File: config.mk
export PLATFORM = sky130hd
export DESIGN_NAME = hsd_syn_stage
export DESIGN_NICKNAME = d
export VERILOG_FILES = /design/src/sv/hamming_sec_decoder_defines.svh /design/src/sv/hsd_pkg.sv /design/src/sv/hsd_syn_stage.sv
export SDC_FILE = /design/constraint.sdc
export NUM_CORES = 1
export LEC_CHECK = 0
export BUFFER_PORTS_ARGS = -buffer_cell sky130_fd_sc_hd__clkbuf_2
export CELL_PAD_IN_SITES_DETAIL_PLACEMENT = 0
export CELL_PAD_IN_SITES_GLOBAL_PLACEMENT = 1
export CORE_MARGIN = 1.5
export CORE_UTILIZATION = 41
export CTS_CLUSTER_SIZE = 14
export DETAILED_ROUTE_END_ITERATION = 16
export PLACE_DENSITY_LB_ADDON = 0.1
export REMOVE_ABC_BUFFERS = 1
export SLEW_MARGIN = 20
export SYNTH_ARGS = -nofsm -noshare
export SYNTH_HDL_FRONTEND = slang
export SYNTH_SLANG_ARGS = --single-unit
File: constraint.sdc
create_clock -name i_clk -period 7.55 [get_ports i_clk]
set_clock_uncertainty 0.1 [all_clocks]
set_input_delay 1.1325 -clock i_clk [delete_from_list [all_inputs] [get_ports i_clk]]
set_output_delay 1.1325 -clock i_clk [all_outputs]
set_load 0.02 [all_outputs]
File: src/sv/hamming_sec_decoder_defines.svh
// Assertion macros for the Hamming decoder. They compile to nothing in synthesis.
`ifndef HAMMING_SEC_DECODER_DEFINES_SVH
`define HAMMING_SEC_DECODER_DEFINES_SVH
`ifndef SYNTHESIS
`define HSD_ASSERT(lbl, prop, msg) \
    lbl: assert property (@(posedge i_clk) disable iff (!i_rst_n) prop) else $error(msg);
`define HSD_ASSERT_RST(lbl, prop, msg) \
    lbl: assert property (@(posedge i_clk) prop) else $error(msg);
`else
`define HSD_ASSERT(lbl, prop, msg)
`define HSD_ASSERT_RST(lbl, prop, msg)
`endif
`endif

File: src/sv/hsd_pkg.sv
package hsd_pkg;

    localparam int DATA_W      = 64;
    localparam int CODE_W      = 71;
    localparam int CODE_HIGH_W = 7;
    localparam int LEN_W       = 7;
    localparam int SYN_W       = 7;
    localparam int ST_W        = 2;
    localparam int IN_TDATA_W  = 80;
    localparam int OUT_TDATA_W = 80;

    localparam logic [ST_W-1:0] ST_CLEAN   = 2'd0;
    localparam logic [ST_W-1:0] ST_FIXED   = 2'd1;
    localparam logic [ST_W-1:0] ST_OVERRUN = 2'd2;

    typedef struct packed {
        logic [CODE_W-1:0] code;
        logic [LEN_W-1:0]  n;
    } t_len;

    // word[j] holds codeword position j+1
    typedef struct packed {
        logic [CODE_W-1:0] word;
        logic [LEN_W-1:0]  n;
    } t_word;

    typedef struct packed {
        logic [CODE_W-1:0] word;
        logic [LEN_W-1:0]  n;
        logic [SYN_W-1:0]  syn;
    } t_syn;

    typedef struct packed {
        logic [DATA_W-1:0] data;
        logic [SYN_W-1:0]  syn;
        logic [ST_W-1:0]   status;
    } t_res;

    // Fewest parity bits r with 2^r >= m + r + 1.
    function automatic logic [3:0] parity_count(input logic [LEN_W-1:0] m);
        logic [3:0] r;
        logic       done;
        r    = '0;
        done = 1'b0;
        for (int i = 0; i < 8; i++) begin
            if (!done) begin
                if ((9'd1 << i) >= (9'(m) + 9'(i) + 9'd1)) begin
                    done = 1'b1;
                end else begin
                    r = r + 4'd1;
                end
            end
        end
        return r;
    endfunction

    // Word index of the k-th position that is not a power of two.
    function automatic int data_pos(input int k);
        int cnt;
        int res;
        cnt = 0;
        res = 0;
        for (int p = 1; p <= CODE_W; p++) begin
            if ((p & (p - 1)) != 0) begin
                if (cnt == k) res = p - 1;
                cnt++;
            end
        end
        return res;
    endfunction

    // Word bits whose position has bit b set.
    function automatic logic [CODE_W-1:0] pos_mask(input int b);
        logic [CODE_W-1:0] mask;
        mask = '0;
        for (int j = 0; j < CODE_W; j++) begin
            mask[j] = (((j + 1) >> b) & 1) != 0;
        end
        return mask;
    endfunction

endpackage

File: src/sv/hsd_syn_stage.sv
module hsd_syn_stage
    import hsd_pkg::*;
(
    input  logic  i_clk,
    input  logic  i_rst_n,
    input  logic  i_valid,
    output logic  o_ready,
    input  t_word i_data,
    output logic  o_valid,
    input  logic  i_ready,
    output t_syn  o_data
);

    logic r_valid;
    t_syn r_data;
    t_syn n_data;

    // Positions past n are zero, so every check can run over the full word
    always_comb begin
        for (int b = 0; b < SYN_W; b++) begin
            n_data.syn[b] = ^(i_data.word & pos_mask(b));
        end
        n_data.word = i_data.word;
        n_data.n    = i_data.n;
    end

    assign o_ready = !r_valid || i_ready;

    always_ff @(posedge i_clk) begin
        if (!i_rst_n) begin
            r_valid <= 1'b0;
        end else if (o_ready) begin
            r_valid <= i_valid;
        end
    end

    always_ff @(posedge i_clk) begin
        if (o_ready && i_valid) begin
            r_data <= n_data;
        end
    end

    assign o_valid = r_valid;
    assign o_data  = r_data;

endmodule

==> Yosys cells after proc, flatten, opt, wreduce, memory -nomap -nowiden <==
Cells that the tools add are included.
W data, S select, Z words.
{ "op_classes": {"n_addsub": 0, "mul": 0, "div": 0, "order_cmp": 0, "n_eq_ne": 0, "shifts": 0, "mux": 0, "bitwise": 0, "reduce_logical": 10} }
{ "ops": {"columns": ["op", "count"], "rows": [
  ["$reduce_xor A71 Y1", 7],
  ["$logic_and A1 B1 Y1", 1],
  ["$logic_not A1 Y1", 1],
  ["$logic_or A1 B1 Y1", 1]
]} }
{ "word_totals": {"regBits": 86, "latch_bits": 0, "ramBits": 0, "romBits": 0, "inputBits": 82, "output_inout_bits": 87, "word_cells": 14, "n_memories": 0} }

==> Depth between registers and ports, before layout <==
{ "depth": {"word_depth": 3, "depth_mapped": 4, "depth_no_buf": 4} }

==> Least setup slack after synthesis <==
OpenSTA, ideal clock, no wires.
{ "synth_timing": {"path_kind": "input-to-reg", "from": "input port i_ready", "to": "register r_data, in the netlist o_data[0] (enable)", "arrival_time_ns": 3.405, "required_ns": 6.997, "path_slack_ns": 3.592, "path_stages": 2, "n_path_buf": 0, "path_cell_list": "nand2b_1 and2_1"} }
{ "synth_via": {"elab_chain_cells": 2} }
{ "synth_lines": {"columns": ["element", "line_no", "source"], "rows": [
  ["from (decl)", "hsd_syn_stage.sv:10", "input logic i_ready,"],
  ["$logic_or A1 B1 Y1", "hsd_syn_stage.sv:27", "assign o_ready = !r_valid || i_ready;"],
  ["$logic_and A1 B1 Y1", "hsd_syn_stage.sv:38", "if (o_ready && i_valid) begin"],
  ["to (signal assigned)", "hsd_syn_stage.sv:39", "r_data <= n_data;"],
  ["to (decl)", "hsd_syn_stage.sv:15", "t_syn r_data;"]
]} }
Every way passes these cells.
A chain may end at the register's enable or synchronous reset.

==> impl_metrics.env <==
export IMPL_max_freq_ghz=0.354
export IMPL_cts_tree="yes"
export IMPL_drtIter0Drc=40
export IMPL_power_leakage_nw=2.26
export IMPL_finalHoldViolations=0
export IMPL_final_area_sq_um=5120
export IMPL_syn_cell_area_sq_um=3910
export IMPL_start_util=0.423
export IMPL_syn_to_final_growth_pct=31.0
export IMPL_drive_gt1_frac=0.480
export IMPL_startpoint_type="input port"
export IMPL_placed_area_sq_um=4910
export IMPL_fp_row_count=35
export IMPL_final_antenna_net_count=0
export IMPL_die_h_um=101
export IMPL_avgSynthCellArea_sq_um=19.9
export IMPL_r2r_cells=3
export IMPL_critPathMaxFanout=2
export IMPL_finalMaxSlewViolations=0
export IMPL_hold_ws_ns=0.442
export IMPL_cts_sinks=86
export IMPL_period_share=0.374
export IMPL_holdBufCountCts=0
export IMPL_critPathArrivalTime_ns=2.82
export IMPL_cts_setup_buffers=0
export IMPL_yosys_area_top_type_share=0.653
export IMPL_grt_first_pass_wirelength_um=11100
export IMPL_synth_largest_area_cell="edfxtp_1"
export IMPL_firstDrtPassIters=4
export IMPL_tightest_slew_ns=0.538
export IMPL_cts_max_path_buffers=2
export IMPL_die_w_um=101
export IMPL_num_io_pins=169
export IMPL_synth_distinct_cells=9
export IMPL_drc=0
export IMPL_portBuffers=168
export IMPL_cp_top_family="XOR/XNOR gates"
export IMPL_diodes=0
export IMPL_cts_clk_slew_worst_paths_ns=0.08
export IMPL_timing_reg2reg_setup_slack_ns=5.86
export IMPL_overflow=0
export IMPL_crit_buf_inv=1
export IMPL_cp_cell_sequence="clkbuf_2, xnor3_1, xnor3_1, xnor3_1, xnor3_1"
export IMPL_rr_endpoint="o_data[49]"
export IMPL_slowest_stage="xnor3_1"
export IMPL_final_core_util=0.555
export IMPL_yosysWarnings=0
export IMPL_clk_latency_ns=0.35
export IMPL_post_route_min_period_ns=2.83
export IMPL_cts_resized=0
export IMPL_vias=2224
export IMPL_hold_end="o_valid"
export IMPL_core_sq_um=9240
export IMPL_routed_via_density=4.36
export IMPL_synthTopCellsByArea="edfxtp_1, xnor3_1, xnor2_1, xor2_1, dfxtp_1"
export IMPL_grt_pass1_vias=2126
export IMPL_reg2reg_from="o_valid"
export IMPL_place_congestion=0.749
export IMPL_grt_usage=0.151
export IMPL_powerDensity_nw_per_um2=261
export IMPL_pre_cts_ws_ns=4.35
export IMPL_wirelength_um=7740
export IMPL_hp_start="o_valid"
export IMPL_ys_seq_area_frac=0.658
export IMPL_crit_path_frequent_cell="xnor3_1"
export IMPL_critPathRequiredTime_ns=7.54
export IMPL_hold_class="reg -> reg"
export IMPL_max_slew_margin=0.641
export IMPL_tns_ns=0
export IMPL_dp_hpwl_um=5950
export IMPL_cts_root_buf="clkbuf_8"
export IMPL_ir_drop_v=0.000129
export IMPL_fill_cells=802
export IMPL_die_area_sq_um=10100
export IMPL_setup_slack_ns=4.72
export IMPL_status="complete, no violations"
export IMPL_nets=458
export IMPL_cts_made_buffers=9
export IMPL_grt_setup_unrepaired="no"
export IMPL_cp_end_kind="flop"
export IMPL_cpPeakStageDelay_ns=0.43
export IMPL_wire_per_inst_um=15.2
export IMPL_setup_violations=0
export IMPL_htreeDepth=3
export IMPL_syn_inst=196
export IMPL_setup_worst_path_class="in -> reg"
export IMPL_synth_seq_cells=86
export IMPL_cap_violations=0
export IMPL_grt_max_degree=86
export IMPL_hold_depth=2
export IMPL_antenna_found_initial=0
==> per-stage QoR <==
stage                     total power [W]  cells
after floorplan                  0.000925    196
after global placement            0.00103    493
after detailed placement          0.00104    493
after CTS                         0.00135    509
after global routing              0.00139    510
final                             0.00134    510
==> placed cells by master (no fill, tap or decap) <==
cell,synthesis,final
dfxtp_1,1,1
bufinv_16,0,1
clkinv_1,0,3
clkbuf_8,0,9
nand2b_1,1,1
edfxtp_1,85,85
xnor2_1,67,67
inv_1,1,1
xnor3_1,28,28
xor2_1,11,11
buf_12,0,1
clkinv_4,0,1
and2_4,0,1
clkinvlp_4,0,2
a21boi_0,1,1
clkbuf_2,0,168
==> routing by layer <==
metal,part of all wire,routed length [um],track usage,vias to the layer above
met1,0.42,3260,0.192,1043
li1,-,-,-,1071
met5,0,0,0,-
met4,0.010,79,0.0423,0
met2,0.48,3720,0.240,102
met3,0.088,682,0.0631,8
==> worst min-delay path, delay by kind of cell (launching register included) <==
family / cells / cell delay (ns)
compound gates: 1 / 0.08
simple gates: 1 / 0.10
flops: 1 / 0.32
==> sequential cells by signal (all words and copies together) (netlist names) <==
| signal | cells |
|---|---|
| o_data | 85 |
| o_valid | 1 |
==> power breakdown <==
part	switching, W	internal (W)
Clock	0.000165	0.000150
Combinational	0.000185	0.000233
Sequential	0.0000112	0.000592
==> cell usage after synthesis <==
library cell and instances:
xnor2_1 67, and2_1 1, a21boi_0 1, inv_1 1, dfxtp_1 1, xor2_1 11
nand2b_1 1, edfxtp_1 85, xnor3_1 28
==> cell families (layout without fill, tap and decap cells) <==
logic type                Yosys count  count (layout)  synth area share
and+or+nand+nor                     2               2           0.00320
DFF                                86              86             0.658
AOI/OAI and AO/OA                   1               1           0.00192
buffers and inverters               1             186          0.000959
xor gates and xnor gates          106             106             0.336
==> worst max-delay path by stage <==
| stage | start | end | depth (start not counted) |
|---|---|---|---|
| finish | i_data[43] | o_data[2] | 5 |
| global route | i_data[43] | o_data[2] | 5 |
| CTS | i_data[43] | o_data[2] | 5 |
| detailed placement | i_data[43] | o_data[2] | 5 |
| global placement | i_data[43] | o_data[0] | 5 |
| floorplan | i_ready | o_data[0] | 2 |
==> cell type report <==
type                    instances  area (sq um)  share of cell area
inverters                       1          3.75            0.000733
well taps                     129           161              0.0315
clock inverters                 7          65.1              0.0127
repair buffers                169           861               0.168
flip-flops and latches         86          2570               0.502
clock buffers                   9           124              0.0242
multi-input cells             109          1340               0.261
No activity file was read; power rests on OpenSTA's default activity.
