[src/sv/hamming_sec_decoder_defines.svh]
// Assertion macros for the Hamming decoder. They compile to nothing in synthesis.
`ifndef HAMMING_SEC_DECODER_DEFINES_SVH
`define HAMMING_SEC_DECODER_DEFINES_SVH
`ifndef SYNTHESIS
`define HSD_ASSERT(lbl, prop, msg) \
    lbl: assert property (@(posedge i_clk) disable iff (!i_rst_n) prop) else $error(msg);
`define HSD_ASSERT_RST(lbl, prop, msg) \
    lbl: assert property (@(posedge i_clk) prop) else $error(msg);
`else
`define HSD_ASSERT(lbl, prop, msg)
`define HSD_ASSERT_RST(lbl, prop, msg)
`endif
`endif

[src/sv/hsd_pkg.sv]
package hsd_pkg;

    localparam int DATA_W      = 64;
    localparam int CODE_W      = 71;
    localparam int CODE_HIGH_W = 7;
    localparam int LEN_W       = 7;
    localparam int SYN_W       = 7;
    localparam int ST_W        = 2;
    localparam int IN_TDATA_W  = 80;
    localparam int OUT_TDATA_W = 80;

    localparam logic [ST_W-1:0] ST_CLEAN   = 2'd0;
    localparam logic [ST_W-1:0] ST_FIXED   = 2'd1;
    localparam logic [ST_W-1:0] ST_OVERRUN = 2'd2;

    typedef struct packed {
        logic [CODE_W-1:0] code;
        logic [LEN_W-1:0]  n;
    } t_len;

    // word[j] holds codeword position j+1
    typedef struct packed {
        logic [CODE_W-1:0] word;
        logic [LEN_W-1:0]  n;
    } t_word;

    typedef struct packed {
        logic [CODE_W-1:0] word;
        logic [LEN_W-1:0]  n;
        logic [SYN_W-1:0]  syn;
    } t_syn;

    typedef struct packed {
        logic [DATA_W-1:0] data;
        logic [SYN_W-1:0]  syn;
        logic [ST_W-1:0]   status;
    } t_res;

    // Fewest parity bits r with 2^r >= m + r + 1.
    function automatic logic [3:0] parity_count(input logic [LEN_W-1:0] m);
        logic [3:0] r;
        logic       done;
        r    = '0;
        done = 1'b0;
        for (int i = 0; i < 8; i++) begin
            if (!done) begin
                if ((9'd1 << i) >= (9'(m) + 9'(i) + 9'd1)) begin
                    done = 1'b1;
                end else begin
                    r = r + 4'd1;
                end
            end
        end
        return r;
    endfunction

    // Word index of the k-th position that is not a power of two.
    function automatic int data_pos(input int k);
        int cnt;
        int res;
        cnt = 0;
        res = 0;
        for (int p = 1; p <= CODE_W; p++) begin
            if ((p & (p - 1)) != 0) begin
                if (cnt == k) res = p - 1;
                cnt++;
            end
        end
        return res;
    endfunction

    // Word bits whose position has bit b set.
    function automatic logic [CODE_W-1:0] pos_mask(input int b);
        logic [CODE_W-1:0] mask;
        mask = '0;
        for (int j = 0; j < CODE_W; j++) begin
            mask[j] = (((j + 1) >> b) & 1) != 0;
        end
        return mask;
    endfunction

endpackage

[src/sv/hsd_len_stage.sv]
module hsd_len_stage
    import hsd_pkg::*;
#(
    parameter int MAX_DATA_BITS = 64
) (
    input  logic                   i_clk,
    input  logic                   i_rst_n,
    input  logic                   i_valid,
    output logic                   o_ready,
    input  logic [DATA_W-1:0]      i_code_low,
    input  logic [CODE_HIGH_W-1:0] i_code_high,
    input  logic [LEN_W-1:0]       i_data_length,
    output logic                   o_valid,
    input  logic                   i_ready,
    output t_len                   o_data
);

    logic             r_valid;
    t_len             r_data;
    t_len             n_data;
    logic [LEN_W-1:0] m_sat;

    always_comb begin
        m_sat = (i_data_length > LEN_W'(MAX_DATA_BITS)) ? LEN_W'(MAX_DATA_BITS)
                                                         : i_data_length;
        n_data.code = {i_code_high, i_code_low};
        n_data.n    = m_sat + LEN_W'(parity_count(m_sat));
    end

    assign o_ready = !r_valid || i_ready;

    always_ff @(posedge i_clk) begin
        if (!i_rst_n) begin
            r_valid <= 1'b0;
        end else if (o_ready) begin
            r_valid <= i_valid;
        end
    end

    always_ff @(posedge i_clk) begin
        if (o_ready && i_valid) begin
            r_data <= n_data;
        end
    end

    assign o_valid = r_valid;
    assign o_data  = r_data;

endmodule

[config.mk]
export PLATFORM = sky130hd
export DESIGN_NAME = hsd_len_stage
export DESIGN_NICKNAME = d
export VERILOG_FILES = /design/src/sv/hamming_sec_decoder_defines.svh /design/src/sv/hsd_pkg.sv /design/src/sv/hsd_len_stage.sv
export SDC_FILE = /design/constraint.sdc
export NUM_CORES = 1
export LEC_CHECK = 0
export CORE_MARGIN = 1
export CORE_UTILIZATION = 45
export CTS_BUF_LIST = sky130_fd_sc_hd__clkbuf_4 sky130_fd_sc_hd__clkbuf_8 sky130_fd_sc_hd__clkbuf_16
export DETAILED_ROUTE_END_ITERATION = 10
export DONT_BUFFER_PORTS = 1
export SETUP_SLACK_MARGIN = 0.02
export SYNTH_ARGS = -nofsm -noshare
export SYNTH_HDL_FRONTEND = slang
export SYNTH_SLANG_ARGS = --single-unit
[constraint.sdc]
create_clock -name i_clk -period 18.2 [get_ports i_clk]
set_clock_uncertainty 0.2 [all_clocks]
set_input_delay 1.82 -clock i_clk [delete_from_list [all_inputs] [get_ports i_clk]]
set_output_delay 1.82 -clock i_clk [all_outputs]
set_load 0.02 [all_outputs]
# Word-level counts from Yosys, hierarchy flattened
# Cells that the tools add are included.
word_totals:
  reg_bits: 79
  output_inout_bits: 80
  input_bits: 82
  wordCells: 66
op_classes:
  n_lt_le_gt_ge: 9
  muxes: 29
  n_reduce_logical: 3
  add_sub_neg: 22
op_table:
  columns: ["cell", "count"]
  rows:
  - ["8-bit by 1-bit adder with 9-bit output (second input constant)", 7]
  - ["4-bit two-way mux", 14]
  - ["7-bit by 3-bit adder with 8-bit output (second input constant)", 4]
  - ["4-bit by 1-bit adder with 4-bit output (second input constant)", 7]
  - ["7-bit by 2-bit adder with 8-bit output (second input constant)", 2]
  - ["1-bit two-way mux", 14]
  - ["1-bit by 9-bit greater-or-equal comparator with 1-bit output (first input constant)", 1]
  - ["2-bit by 9-bit greater-or-equal comparator with 1-bit output (first input constant)", 1]
  - ["3-bit by 9-bit greater-or-equal comparator with 1-bit output (first input constant)", 1]
  - ["4-bit by 9-bit greater-or-equal comparator with 1-bit output (first input constant)", 1]
  - ["5-bit by 9-bit greater-or-equal comparator with 1-bit output (first input constant)", 1]
  - ["6-bit by 9-bit greater-or-equal comparator with 1-bit output (first input constant)", 1]
  - ["7-bit by 9-bit greater-or-equal comparator with 1-bit output (first input constant)", 1]
  - ["8-bit by 9-bit greater-or-equal comparator with 1-bit output (first input constant)", 1]
  - ["7-bit by 1-bit adder with 8-bit output (second input constant)", 1]
  - ["7-bit by 4-bit adder with 7-bit output", 1]
  - ["7-bit greater-than comparator (second input constant)", 1]
  - ["7-bit two-way mux", 1]
  - ["1-bit logical AND", 1]
  - ["1-bit zero test", 1]
  - ["1-bit logical OR", 1]

# Logic depth before layout (Yosys ltp)
depth:
  depth_word: 27
  depth_mapped: 29

# Worst setup path after synthesis
# Ideal clock, no wire load.
synth_timing:
  path_kind: "input-to-reg"
  startpoint: "input i_data_length[6]"
  endpoint: "register r_data (netlist bit o_data[5]), data pin"
  setup_ps: 265
  t_required_ps: 17735
  stages: 29
  setup_slack_ps: 10866
  t_arrival_ps: 6869
  path_cell_list: "clkbuf_1 > inv_1 > nand2_1 > inv_1 > ha_1 > buf_4 > a21oi_1 > o21ai_0 > a21oi_1 > o211ai_1 > a32oi_1 > ha_1 > o21a_1 > ha_1 > nor2b_4 > o31a_1 > ha_1 > o21ai_0 > a41oi_1 > a211o_1 > and3_1 > o21a_1 > mux2i_1 > ha_1 > a21oi_1 > nor2b_1 > o21ai_0 > xor2_1 > nor2_1"
synth_rtl:
  columns: ["item", "line", "source"]
  rows:
  - ["start, declared", "hsd_len_stage.sv:12", "input logic [LEN_W-1:0] i_data_length,"]
  - ["end signal, assigned", "hsd_len_stage.sv:42", "r_data <= n_data;"]
  - ["end, declared", "hsd_len_stage.sv:19", "t_len r_data;"]

==> flow_summary.toml <==
[finish]
fill_cells = 683
drive_gt1_frac = 0.0959
fin_nets = 373
area_growth_pct = 8.62
final_common_cell = "edfxtp_1"
n_antenna_cell = 0
final_cell_mix = "edfxtp_1 (78), ha_1 (24), a21oi_1 (17)"
multi_input_area_sq_um = 1220
utilization = 0.511
ff_latch_area_sq_um = 2360

[timing]
worst_pin_slew_ps = 991
layout_setup_ws_ps = 10620
drv_slew = 0
max_freq_mhz = 132
fin_tns_setup_ps = 0
relSlewSlack = 0.339
rsz0062_at_grt = "false"
finalCriticalPeriod_ps = 7580
setup_viol = 0
hold_viol = 0
timing.final.crit_share = 0.417
hold_ws_ps = 605

[drt]
wl_per_cell_um = 22.7
num_vias = 2125
ant_nets = 0
totalWireLength_um = 8490
avgViaCountPerCell = 5.70
drc = 0
first_pass_iters = 4
drt_iter0_drc = 87

[logic_synthesis]
synth_ff_type = "edfxtp_1"
synth-seq-area-share = 0.643
yosys_warnings = 0
synth_cell_types = 49
async_flop_share = 0
synth_nets = 369
syn_inst = 262
ys_ff_latch = 79
synth_edf_count = 78
synth.avg_cell_area_sq_um = 14.0
netlist_area_sq_um = 3670

[global_route]
grt_start_max_net_pins = 79
grt_pass1_wl_um = 12300
use_met1 = 0.240
use_met2 = 0.333
grt_usage = 0.197
met3_usage = 0.0624
grt_overflow = 0
grt_busiest_layer = "met2"
grt_antenna_before_repair = 0
grt_pass1_vias = 1900

[floorplanning]
ios = 162
die_h_um = 92.3
core_sq_um = 7810
dieArea_sq_um = 8530
rows = 32
die_w_um = 92.3
start_util = 0.470

[clock_network]
clk_latency_ps = 340
clk_pin_slew_worst_paths_ps = 80
root_buffer = "clkbuf_8"
htreeDepth = 3
clock_sinks = 79
cts_tree = "yes"
cts_buffer_depth = 2
cts_buffers = 9
postCtsSetupBuffers = 0
cts_hold_buf = 0
post_cts_resized = 0

[worst_hold_path]
worstHoldPathType = "reg -> reg"

[setup_path]
startpoint_type = "input pin"
cp.arrival_ps = 7470
path_class = "in -> reg"
cp.required_ps = 18090
worst-path-max-fanout = 16
end_kind = "register"

[placement]
hpwl_um = 6400
io_buffer_count = 0
gp_congestion = 0.889
pre_cts_ws_ps = 10340

[pwr]
leakagePower_nw = 1.44
p_total_w = 0.000420
irDropWorstVdd_v = 0.0000348
power_density_nw_per_um2 = 105

[run]
maxCapViolCount = 0

[outcome]
outcome = "finished, final reports clean"
-- final timing paths --
kind | from | to | slack (ps) | cells past startpoint
min | o_valid | o_valid | 600 | 2
max | i_data_length[6] | o_data[5] | 10620 | 27
max reg2reg | o_valid | o_data[70] | 16080 | 2
min reg2reg | o_valid | o_valid | 600 | 2
-- registers in the layout, summed over array words and instances (netlist names) --
signal and count:
o_data 78, o_valid 1
-- where the power goes --
| part | total [W] | switching, W | internal, W | leakage [nW] |
|---|---|---|---|---|
| registers | 0.000237 | 0.0000205 | 0.000217 | 0.763 |
| logic | 0.0000413 | 0.0000248 | 0.0000165 | 0.573 |
| clock network | 0.000142 | 0.0000624 | 0.0000797 | 0.107 |
-- synthesized netlist by cell type (all sizes together) (2+ instances only) --
master	instances	area [sq um]
o2bb2ai	2	23.8
edfxtp	78	2340
or3	2	12.5
nand2b	8	50.1
buf	6	33.8
o21a	2	15.0
mux2i	4	40.0
inv	14	52.6
and4b	2	20.0
nand4	2	12.5
xor2	5	43.8
nor2	10	37.5
nor2b	11	83.8
o211ai	5	37.5
ha	24	300
nor3	5	25.0
a21oi	17	85.1
xnor2	8	77.6
a21o	3	22.5
o21ai	13	65.1
nand2	11	41.3
nand3	5	25.0
o2111ai	2	17.5
and2	4	25.0
-- cell families after synthesis --
logic type,synth area share
multiplexers,0.0140
AND/OR/NAND/NOR,0.0985
flip-flops,0.643
adder cells (fa/ha/maj),0.0872
buffers and inverters,0.0245
AO/OA/AOI/OAI,0.0995
XOR/XNOR,0.0331
-- metal layers --
layer / vias up / share of wire
met3: 8 / 0.064
li1: 980 / -
met1: 1035 / 0.41
met5: - / 0
met2: 102 / 0.51
met4: 0 / 0.013
-- critical path: stages --
cell and delay [ps]:
inv_1 180, nand2_1 270, inv_1 280, ha_1 440
and4b_1 240, o21ai_0 80, a21oi_1 270, o211ai_1 140
a32oi_1 380, ha_1 330, o21a_1 190, ha_1 330
nor2b_4 50, o31a_1 310, ha_1 190, o21ai_0 90
a41oi_1 90, a211o_1 320, and3_1 170, o21a_1 190
mux2i_1 110, ha_1 320, a21oi_1 230, nor2b_1 70
o21ai_0 190, xor2_1 160, nor2_1 60
-- through the flow --
| stage | instances | cell area (sq um) |
|---|---|---|
| 2_1_floorplan | 262 | 3670 |
| 3_3_place_gp | 357 | 3760 |
| 3_5_place_dp | 357 | 3760 |
| 4_1_cts | 373 | 3990 |
| 5_1_grt | 373 | 3990 |
| 6_report | 373 | 3990 |
-- cell type report --
type	instances	share of cell area
Clock buffer	10	0.0329
Clock inverter	6	0.0232
Inverter	14	0.0132
Multi-Input combinational cell	162	0.306
Sequential cell	79	0.592
Tap cell	102	0.0320
Power figures use the tool's default switching activity.
