==> src/sv/hamming_sec_decoder_defines.svh <==
// Assertion macros for the Hamming decoder. They compile to nothing in synthesis.
`ifndef HAMMING_SEC_DECODER_DEFINES_SVH
`define HAMMING_SEC_DECODER_DEFINES_SVH
`ifndef SYNTHESIS
`define HSD_ASSERT(lbl, prop, msg) \
    lbl: assert property (@(posedge i_clk) disable iff (!i_rst_n) prop) else $error(msg);
`define HSD_ASSERT_RST(lbl, prop, msg) \
    lbl: assert property (@(posedge i_clk) prop) else $error(msg);
`else
`define HSD_ASSERT(lbl, prop, msg)
`define HSD_ASSERT_RST(lbl, prop, msg)
`endif
`endif

==> src/sv/hsd_pkg.sv <==
package hsd_pkg;

    localparam int DATA_W      = 64;
    localparam int CODE_W      = 71;
    localparam int CODE_HIGH_W = 7;
    localparam int LEN_W       = 7;
    localparam int SYN_W       = 7;
    localparam int ST_W        = 2;
    localparam int IN_TDATA_W  = 80;
    localparam int OUT_TDATA_W = 80;

    localparam logic [ST_W-1:0] ST_CLEAN   = 2'd0;
    localparam logic [ST_W-1:0] ST_FIXED   = 2'd1;
    localparam logic [ST_W-1:0] ST_OVERRUN = 2'd2;

    typedef struct packed {
        logic [CODE_W-1:0] code;
        logic [LEN_W-1:0]  n;
    } t_len;

    // word[j] holds codeword position j+1
    typedef struct packed {
        logic [CODE_W-1:0] word;
        logic [LEN_W-1:0]  n;
    } t_word;

    typedef struct packed {
        logic [CODE_W-1:0] word;
        logic [LEN_W-1:0]  n;
        logic [SYN_W-1:0]  syn;
    } t_syn;

    typedef struct packed {
        logic [DATA_W-1:0] data;
        logic [SYN_W-1:0]  syn;
        logic [ST_W-1:0]   status;
    } t_res;

    // Fewest parity bits r with 2^r >= m + r + 1.
    function automatic logic [3:0] parity_count(input logic [LEN_W-1:0] m);
        logic [3:0] r;
        logic       done;
        r    = '0;
        done = 1'b0;
        for (int i = 0; i < 8; i++) begin
            if (!done) begin
                if ((9'd1 << i) >= (9'(m) + 9'(i) + 9'd1)) begin
                    done = 1'b1;
                end else begin
                    r = r + 4'd1;
                end
            end
        end
        return r;
    endfunction

    // Word index of the k-th position that is not a power of two.
    function automatic int data_pos(input int k);
        int cnt;
        int res;
        cnt = 0;
        res = 0;
        for (int p = 1; p <= CODE_W; p++) begin
            if ((p & (p - 1)) != 0) begin
                if (cnt == k) res = p - 1;
                cnt++;
            end
        end
        return res;
    endfunction

    // Word bits whose position has bit b set.
    function automatic logic [CODE_W-1:0] pos_mask(input int b);
        logic [CODE_W-1:0] mask;
        mask = '0;
        for (int j = 0; j < CODE_W; j++) begin
            mask[j] = (((j + 1) >> b) & 1) != 0;
        end
        return mask;
    endfunction

endpackage

==> src/sv/hsd_align_stage.sv <==
module hsd_align_stage
    import hsd_pkg::*;
(
    input  logic  i_clk,
    input  logic  i_rst_n,
    input  logic  i_valid,
    output logic  o_ready,
    input  t_len  i_data,
    output logic  o_valid,
    input  logic  i_ready,
    output t_word o_data
);

    logic              r_valid;
    t_word             r_data;
    t_word             n_data;
    logic [LEN_W-1:0]  shamt;
    logic [CODE_W-1:0] shifted;

    // Move codeword bit n-1 to the top, drop bits at n and above, then reverse
    always_comb begin
        shamt   = LEN_W'(CODE_W) - i_data.n;
        shifted = i_data.code << shamt;
        for (int j = 0; j < CODE_W; j++) begin
            n_data.word[j] = shifted[CODE_W-1-j];
        end
        n_data.n = i_data.n;
    end

    assign o_ready = !r_valid || i_ready;

    always_ff @(posedge i_clk) begin
        if (!i_rst_n) begin
            r_valid <= 1'b0;
        end else if (o_ready) begin
            r_valid <= i_valid;
        end
    end

    always_ff @(posedge i_clk) begin
        if (o_ready && i_valid) begin
            r_data <= n_data;
        end
    end

    assign o_valid = r_valid;
    assign o_data  = r_data;

endmodule

==> config.mk <==
export PLATFORM = sky130hd
export DESIGN_NAME = hsd_align_stage
export DESIGN_NICKNAME = d
export VERILOG_FILES = /design/src/sv/hamming_sec_decoder_defines.svh /design/src/sv/hsd_pkg.sv /design/src/sv/hsd_align_stage.sv
export SDC_FILE = /design/constraint.sdc
export NUM_CORES = 1
export LEC_CHECK = 0
export BUFFER_PORTS_ARGS = -buffer_cell sky130_fd_sc_hd__buf_4
export CAP_MARGIN = 30
export CORE_ASPECT_RATIO = 1.1
export CORE_MARGIN = 10
export CORE_UTILIZATION = 45
export CTS_BUF_LIST = sky130_fd_sc_hd__clkbuf_4 sky130_fd_sc_hd__clkbuf_8 sky130_fd_sc_hd__clkbuf_16
export DETAILED_ROUTE_END_ITERATION = 16
export HOLD_SLACK_MARGIN = 0.1
export PLACE_DENSITY_LB_ADDON = 0.08
export SETUP_SLACK_MARGIN = 0.2
export SYNTH_ARGS = -nofsm -noshare
export SYNTH_HDL_FRONTEND = slang
export SYNTH_SLANG_ARGS = --single-unit
==> constraint.sdc <==
create_clock -name i_clk -period 6.45 [get_ports i_clk]
set_clock_uncertainty 0.05 [all_clocks]
set_input_delay 0.9675 -clock i_clk [delete_from_list [all_inputs] [get_ports i_clk]]
set_output_delay 0.9675 -clock i_clk [all_outputs]
set_load 0.02 [all_outputs]
* Word-level counts from Yosys, hierarchy flattened
Index checks and enable logic that the tools add are counted.
** Word-level totals
- Flip-flop bits (word level) :: 79
- Latch bits :: 0
- Memory bits (writable) :: 0
- ROM bits :: 0
- Input port bits :: 82
- Output and inout bits :: 80
- Word-level logic and storage cells :: 8
- Memories kept :: 0
** Cells by class
- Add/subtract/negate cells :: 1
- Multiply operators :: 0
- Divide/modulo/power cells :: 0
- Magnitude comparators :: 0
- Eq/ne operators :: 0
- Shift-type cells :: 1
- Muxes and demuxes :: 0
- Bitwise operators :: 0
- Reduce and logical (&&, ||, !) cells :: 3
** Operator list (number)
- << shifter 71 x 7 -> 71 bit :: 1
- subtractor 7 bit, first input constant :: 1
- logical AND 1 bit :: 1
- zero test 1 bit :: 1
- logical OR 1 bit :: 1

* Depth between registers and ports, before layout
Gate-level depths: netlist of run 1.
- Depth in word-level cells :: 3
- Gate-level depth with buffers :: 12

* Least setup slack after synthesis of run 1
OpenSTA, ideal clock, no wires.
- Path kind :: input to register
- Start :: in i_data[3] in the netlist's numbering
- End :: reg r_data, in the netlist o_data[11] (data pin)
- Setup time :: 0.132 ns
- Arrival time :: 3.471 ns
- Data required time :: 6.268 ns
- Slack :: 2.797 ns
- Cell stages on the path :: 12
- Path buffers :: 5
- Cell sequence :: buf_2 buf_6 buf_4 clkinv_1 ha_1 buf_6 or3b_2 o41a_1 or2_2 clkbuf_1 o32ai_1 a221o_1
** On the way
- Cells in the longest elaborated chain, start to end :: 2
** RTL lines
- from (decl) :: line hsd_align_stage.sv:8 : input t_len i_data,
- subtractor 7 bit :: line hsd_align_stage.sv:22 : shamt = LEN_W'(CODE_W) - i_data.n;
- << shifter 71 x 7 -> 71 bit :: line hsd_align_stage.sv:23 : shifted = i_data.code << shamt;
- net shifted[66] :: line hsd_align_stage.sv:18 : logic [CODE_W-1:0] shifted;
- to (signal assigned) :: line hsd_align_stage.sv:42 : r_data <= n_data;
- to (decl) :: line hsd_align_stage.sv:15 : t_word r_data;
The timed path passes the listed nets, and every way through them passes these cells.
A chain may end at the register's enable or synchronous reset.

* Worst setup path in the final report of run 1
- Start :: in i_data[3] in the netlist's numbering
- End :: reg r_data, in the netlist o_data[9] (data pin)
Same word-level chain as after synthesis.

==> Flow_metrics.wiki, run 1 <==
{| class="wikitable"
! Metric !! Value
|-
| TritonRoute pass-1 iters || 6
|-
| Most frequently used flop master after synthesis || edfxtp_1
|-
| Net count of the mapped netlist || 741
|-
| Min-Delay Path Class || flop to flop
|-
| Worst setup SP type || primary input
|-
| Post-Place Setup Slack || about 2.4 ns
|-
| Count of endpoints failing setup in the final report || 0
|-
| Number of antenna violations at the first check in global routing || 0
|-
| Endpoint class of the critical path || flop
|-
| Maximum buffer depth of the clock tree || 2
|-
| # clock sinks || 79
|-
| Hold buffer count at cts || 0
|-
| Setup Fix Bufs, Post-CTS || 0
|-
| DRT Wirelength || slightly below 30,000 um
|-
| Fillers || 1,461
|-
| Initial core utilization || 46.0%
|-
| Die Y-Extent || 156 um
|-
| Die X-Extent || 144 um
|-
| WP data required || 6.56 ns
|-
| Number of top-level pins || 162
|-
| YS warnings || 0
|-
| CTS Root Buffer Type || clkbuf_16
|-
| GR Overflow Total || 0
|-
| Worst setup margin || 2.63 ns
|-
| # port buffers || between 150 and 200
|-
| Gp weighted congestion || 0.978
|-
| Antenna cells || 0
|-
| Relative slew slack || 35.0%
|-
| Signal arrival time at the worst endpoint || 3.93 ns
|-
| Max-capacitance violation count || 0
|-
| Part of the Yosys area used for sequential elements || 31.3%
|-
| Antenna Violating Nets Remaining || 0
|-
| Count of distinct cell types in the synthesized netlist || 61
|-
| Clock latency at the later pin of the worst-skew pair || 0.34 ns
|-
| Peak supply drop || 0.132 mV
|-
| Remaining routing DRC violations || 0
|-
| Via count of the first global-routing pass || 6,633
|-
| P&R area growth vs syn || 19.8%
|-
| Power density normalized to cell area || roughly 210 mW/mm2
|-
| Post-synth EDFFs || 78
|-
| Largest net degree at the start of global routing || between 80 and 90
|-
| Area of the mapped netlist || 0.00756 mm2
|-
| Leakage component of the power || 0.00354 uW
|-
| H-tree levels || 3
|-
| Iter 0 DRT Violations || 897
|-
| Average footprint of a synthesized cell || 11.5 um2
|-
| Area share of the largest cell type after synthesis || a little under a third
|-
| Achievable clock frequency || around 0.26 GHz
|-
| Time the worst path needs with I/O delays and setup || 3.82 ns
|-
| Number of cells on the worst hold path || 2
|-
| Post-cts resize count || 0
|-
| Cell row count || 49
|-
| Yosys reg bits || 79
|-
| Critical path type || primary input to flop
|-
| WL/cell || 29.2 um
|-
| Final max-slew violation count || 0
|-
| Core Box Area || 0.0164 mm2
|-
| Post-synth top area cell || edfxtp_1
|-
| Final number of hold-violating endpoints || 0
|-
| Clock transition at the registers of the reported paths || 0.07 ns
|-
| Final total negative setup slack || 0 ns
|-
| Fin Hold WS || ~0.5 ns
|-
| Ratio of cells with drive above 1 in the final layout || 36.7%
|-
| Net count, final || 863
|-
| Vias per inst || 6.88
|-
| Total Die Area || 0.0224 mm2
|-
| Final period utilization || roughly three fifths
|-
| Detailed Place HPWL || 22,300 um
|-
| Share of flip-flops with an asynchronous set or reset || 0%
|-
| CTS tree || done
|-
| Largest fanout of any net on the critical path || between 80 and 90
|-
| Status || completed
|-
| Dominant cells by area after synthesis || edfxtp_1, mux4_2, mux4_1
|-
| Setup repair after global routing missed its margin || no
|-
| Overall global routing resource usage || 25.2%
|-
| Reg2Reg Depth || 3
|-
| Worst slew pin tran || between 0.9 and 1 ns
|-
| Wire length of the first global-routing pass || 42,600 um
|-
| Cell count after synthesis || 658
|-
| Total CTS buffers || 9
|-
| Total vias in the final route || roughly 6,800
|}
[sequential cells by signal, indices dropped and copies added, names as in the netlist]
| name | count |
|---|---|
| o_data | 78 |
| o_valid | 1 |
[kinds of logic after synthesis]
family	count (synthesis)	share of synthesized area [%]
compound gates	139	13.3
fa+ha+maj	1	0.166
xor+xnor	3	0.348
simple gates	195	11.5
flops	79	31.3
mux	170	37.5
buf+inv	71	5.96
[worst max-delay path, stage by stage]
cell,delay (ns)
buf_4,0.08
buf_4,0.71
nor3_1,0.24
o41a_1,0.64
nor2_1,0.85
nand2_1,0.22
o2111ai_1,0.20
[routing by layer]
metal	global-route usage (%)	wire length, um	part of all wire, %
met4	12.0	1350	4.7
met1	35.7	12200	42
met5	0	0	0
met3	5.39	2790	9.7
met2	36.0	12500	44
[area by class of cell]
type | instances | area, um2 | area share (%)
clock buffers | 9 | 225 | 2.49
clock inverters | 7 | 96.3 | 1.06
inverters | 9 | 33.8 | 0.373
multi-input cells | 508 | 4750 | 52.5
flip-flops and latches | 79 | 2360 | 26.1
well taps | 204 | 255 | 2.82
repair buffers | 173 | 1330 | 14.7
[Yosys cell counts (3+ instances only)]
| library cell | count |
|---|---|
| o22a_1 | 4 |
| a31oi_1 | 7 |
| a211oi_1 | 8 |
| a2bb2oi_1 | 6 |
| mux2i_1 | 56 |
| and2_1 | 3 |
| clkbuf_1 | 25 |
| o211ai_1 | 19 |
| and3_1 | 7 |
| a21oi_1 | 20 |
| nor3_1 | 3 |
| mux4_1 | 24 |
| inv_1 | 6 |
| edfxtp_1 | 78 |
| nand3b_1 | 3 |
| mux2_2 | 33 |
| or3_1 | 5 |
| buf_1 | 4 |
| nand3_1 | 25 |
| a22o_1 | 3 |
| nor2_1 | 54 |
| buf_4 | 7 |
| o2111ai_1 | 3 |
| mux4_2 | 56 |
| a22oi_1 | 7 |
| nand4_1 | 3 |
| nand2b_1 | 5 |
| o22ai_1 | 8 |
| or2_2 | 6 |
| o21ai_0 | 15 |
| nand2_1 | 76 |
| o21a_1 | 3 |
| buf_6 | 8 |
| buf_2 | 13 |
| o221ai_1 | 15 |
| buf_12 | 5 |
| a211o_1 | 3 |
[layout by cell type, fill, tap and decap left out, types with 8 or more instances in the layout]
| master | n |
|---|---|
| clkbuf_16 | 9 |
| buf_4 | 171 |
| a211oi_1 | 8 |
| mux2i_1 | 56 |
| mux2_2 | 33 |
| o221ai_1 | 15 |
| o211ai_1 | 19 |
| o21ai_0 | 15 |
| nand3_1 | 25 |
| nor2_1 | 54 |
| mux4_1 | 24 |
| edfxtp_1 | 78 |
| a21oi_1 | 20 |
| nand2_1 | 76 |
| o22ai_1 | 8 |
| mux4_2 | 56 |
[where the power goes]
group / internal, uW / switching [uW] / leakage, uW / total [uW]
sequential: 621 / 15.4 / 0.000784 / 637
clock: 340 / 219 / 0.000150 / 559
combinational: 296 / 443 / 0.00260 / 739
total: 1260 / 677 / 0.00354 / 1930
[per-stage QoR]
stage               total power (uW)  util, %  area [um2]  instances
floorplan                       1100        -        7560        658
global placement                1360     52.8        8680        970
detailed placement              1370     53.0        8700        972
CTS                             1920     54.9        9020        988
global route                    2000     55.1        9050        989
finish                          1930     55.1        9050        989
[worst paths after layout]
| check | from | end | slack (ns) |
|---|---|---|---|
| worst max-delay path | i_data[3] | o_data[9]$_DFFE_PP_ | 2.63 |
| worst min-delay path | o_valid$_SDFFE_PN0N_ | o_valid$_SDFFE_PN0N_ | 0.50 |
| worst max register to register | o_valid$_SDFFE_PN0N_ | o_data[42]$_SDFFCE_PP0P_ | 5.05 |
| worst min register to register | o_valid$_SDFFE_PN0N_ | o_valid$_SDFFE_PN0N_ | 0.50 |
No activity file was read; power rests on OpenSTA's default activity.
==> run 2: changes to the inputs <==
==> constraint.sdc (replaced) <==
create_clock -name i_clk -period 3.7 [get_ports i_clk]
set_clock_uncertainty 0.05 [all_clocks]
set_input_delay 0.555 -clock i_clk [delete_from_list [all_inputs] [get_ports i_clk]]
set_output_delay 0.555 -clock i_clk [all_outputs]
set_load 0.02 [all_outputs]
==> Flow_metrics.wiki, run 2 (synthesized netlist as in run 1, its figures left out) <==
{| class="wikitable"
! Metric !! Value
|-
| # port buffers || 161 (unchanged)
|-
| Reg2Reg Depth || 3 (unchanged)
|-
| Antenna Violating Nets Remaining || 0 (unchanged)
|-
| Max-capacitance violation count || 0 (unchanged)
|-
| Cells along the critical path || buf_4, buf_4, mux4_2, mux4_2, a22oi_1, o211ai_1
|-
| Post-DP Area || 0.00886 mm2 (+1.8%)
|-
| Endpoint class of the critical path || flop
|-
| Die Y-Extent || 156 um (unchanged)
|-
| Instance count after placement with tap cells included || 991 (+2.0%)
|-
| Signal arrival time at the worst endpoint || 3.14 ns (-0.79 ns)
|-
| Time the worst path needs with I/O delays and setup || between 3 and 4 ns
|-
| Count of endpoints failing setup in the final report || 0 (unchanged)
|-
| Total vias in the final route || 6,731 (-1.1%)
|-
| DRT Wirelength || 28,600 um (-0.76%)
|-
| Detailed Place HPWL || 22,700 um (+1.5%)
|-
| Number of top-level pins || 162 (unchanged)
|-
| Share of total power in sequential cells || 34.2% (+1.3 points)
|-
| Total CTS buffers || 9 (unchanged)
|-
| Initial core utilization || 46.0% (unchanged)
|-
| Vias per inst || 6.68 (-2.8%)
|-
| Setup Fix Bufs, Post-CTS || 0 (unchanged)
|-
| Relative slew slack || 34.3% (-0.73 points)
|-
| Worst setup SP type || primary input
|-
| Min-Delay Path Class || primary input to flop
|-
| Combinational share of power || 40.3% (+2.1 points)
|-
| Overall power consumption || 3240 uW (+67%)
|-
| CTS Root Buffer Type || clkbuf_16
|-
| Cell row count || 49 (unchanged)
|-
| Total Die Area || 0.0224 mm2 (unchanged)
|-
| Fillers || 1,404 (-3.9%)
|-
| Start point of the worst hold path || i_data[4]
|-
| Launch point of the worst reg-to-reg path || o_valid$_SDFFE_PN0N_
|-
| Number of antenna violations at the first check in global routing || 0 (unchanged)
|-
| GR Overflow Total || 0 (unchanged)
|-
| WP data required || 3.69 ns (-2.87 ns)
|-
| Power density normalized to cell area || 354 mW/mm2 (+66%)
|-
| End point of the worst hold path || o_data[4]$_DFFE_PP_
|-
| Overall global routing resource usage || 25.4% (+0.12 points)
|-
| Achievable clock frequency || about 0.32 GHz
|-
| Antenna cells || 0 (unchanged)
|-
| Final number of hold-violating endpoints || 0 (unchanged)
|-
| Status || completed
|-
| Highest-count cells in the layout ignoring fill and taps || buf_4, edfxtp_1, nand2_1
|-
| Die X-Extent || 144 um (unchanged)
|-
| Ratio of cells with drive above 1 in the final layout || 38.2% (+1.5 points)
|-
| Final period utilization || 85.1%
|-
| P&R area growth vs syn || 21.1%
|-
| Met2 wire length || 12,900 um (+2.9%)
|-
| Flip-flop count of the largest register after layout || 78 (unchanged)
|-
| Peak supply drop || 0.221 mV (+67%)
|-
| Largest net degree at the start of global routing || 79 (-3.7%)
|-
| Final max-slew violation count || 0 (unchanged)
|-
| Final cell area excluding filler cells || 0.00916 mm2 (+1.1%)
|-
| End-of-flow core utilization || 55.7% (+0.62 points)
|-
| H-tree levels || 3 (unchanged)
|-
| Endpoint of the worst-slack reg-to-reg timing path || o_data[43]$_SDFFCE_PP0P_
|-
| TritonRoute pass-1 iters || 5 (-1)
|-
| Non-filler instance count after layout || 1,007 (+1.8%)
|-
| Most common cell after layout, fill and taps aside || buf_4
|-
| Final total negative setup slack || 0 ns (unchanged)
|-
| Critical path type || primary input to flop
|-
| Clk pwr share || 25.5% (-3.4 points)
|-
| Core Box Area || 0.0164 mm2 (unchanged)
|-
| CTS tree || done
|-
| Net switching power figure || 1140 uW (+69%)
|-
| Number of cells on the worst hold path || 1 (-1)
|-
| Critical-path top delay cell || mux4_2
|-
| Worst slew pin tran || 0.982 ns (+0.0111 ns)
|-
| Internal Dissipation || 2090 uW (+66%)
|-
| WL/cell || 28.4 um (-2.5%)
|-
| Net count, final || 882 (+2.2%)
|-
| Hold buffer count at cts || 0 (unchanged)
|-
| Fraction of power spent switching nets || 35.3% (+0.35 points)
|-
| WL met1 || 12,200 um (+0.32%)
|-
| Top metal layer carrying routed signals || met4
|-
| R2R Setup Slk || 2.23 ns (-2.82 ns)
|-
| Largest fanout of any net on the critical path || 41 (-49%)
|-
| Clock latency at the later pin of the worst-skew pair || 0.34 ns (about the same)
|-
| Maximum buffer depth of the clock tree || 2 (unchanged)
|-
| Setup repair after global routing missed its margin || no
|-
| Remaining routing DRC violations || 0 (unchanged)
|-
| Leakage component of the power || 0.00362 uW (+2.3%)
|-
| Via count of the first global-routing pass || 6,704 (+1.1%)
|-
| Met3 wire length || 2660 um (-4.5%)
|-
| Iter 0 DRT Violations || 641 (-29%)
|-
| Wire length of the first global-routing pass || 42,800 um (+0.65%)
|-
| Clock transition at the registers of the reported paths || 0.06 ns (about the same)
|-
| # clock sinks || 79 (unchanged)
|-
| Maximum single-stage delay on the critical path || 0.61 ns (-0.24 ns)
|-
| Post-cts resize count || 0 (unchanged)
|-
| Gp weighted congestion || 1.01 (+2.9%)
|}
run 2: cell type report:
type	instances	area, um2	share of cell area [%]
multi-input cells	508	4750	51.9
flip-flops and latches	79	2360	25.8
repair buffers	192	1490	16.2
well taps	204	255	2.79
clock buffers	12	248	2.71
inverters	9	33.8	0.369
clock inverters	3	21.3	0.232
run 2: power by group through the flow:
stage,sequential [uW],clock [uW],combinational (uW)
global placement,1130,0,1280
CTS,1110,838,1280
finish,1110,825,1310
floorplan,1220,0,685
detailed placement,1130,0,1280
global route,1110,879,1380
run 2: through the flow:
stage               worst slack (ns)  hold WS, ns
global placement               0.220        0.472
CTS                            0.548        0.381
finish                         0.551        0.388
global route                   0.468        0.387
detailed placement             0.183        0.488
floorplan                      0.459        0.604
run 2: per-layer routing:
| metal | vias to the layer above | GRT usage [%] |
|---|---|---|
| li1 | 2969 | - |
| met1 | 3323 | 35.2 |
| met2 | 394 | 37.6 |
| met3 | 45 | 6.15 |
| met4 | 0 | 9.54 |
| met5 | - | 0 |
run 2: how the worst max path moves through the flow:
stage                   start              endpoint  cells after the start
global placement    i_data[0]  o_data[10]$_DFFE_PP_                      6
floorplan           i_data[3]  o_data[11]$_DFFE_PP_                     12
detailed placement  i_data[0]  o_data[10]$_DFFE_PP_                      6
finish              i_data[0]  o_data[10]$_DFFE_PP_                      6
CTS                 i_data[0]  o_data[10]$_DFFE_PP_                      6
global route        i_data[0]  o_data[10]$_DFFE_PP_                      6
run 2: critical path, delay by kind of cell:
kind	cells	cell delay, ns
compound gates	2	0.59
mux	2	1.12
buf+inv	2	0.84
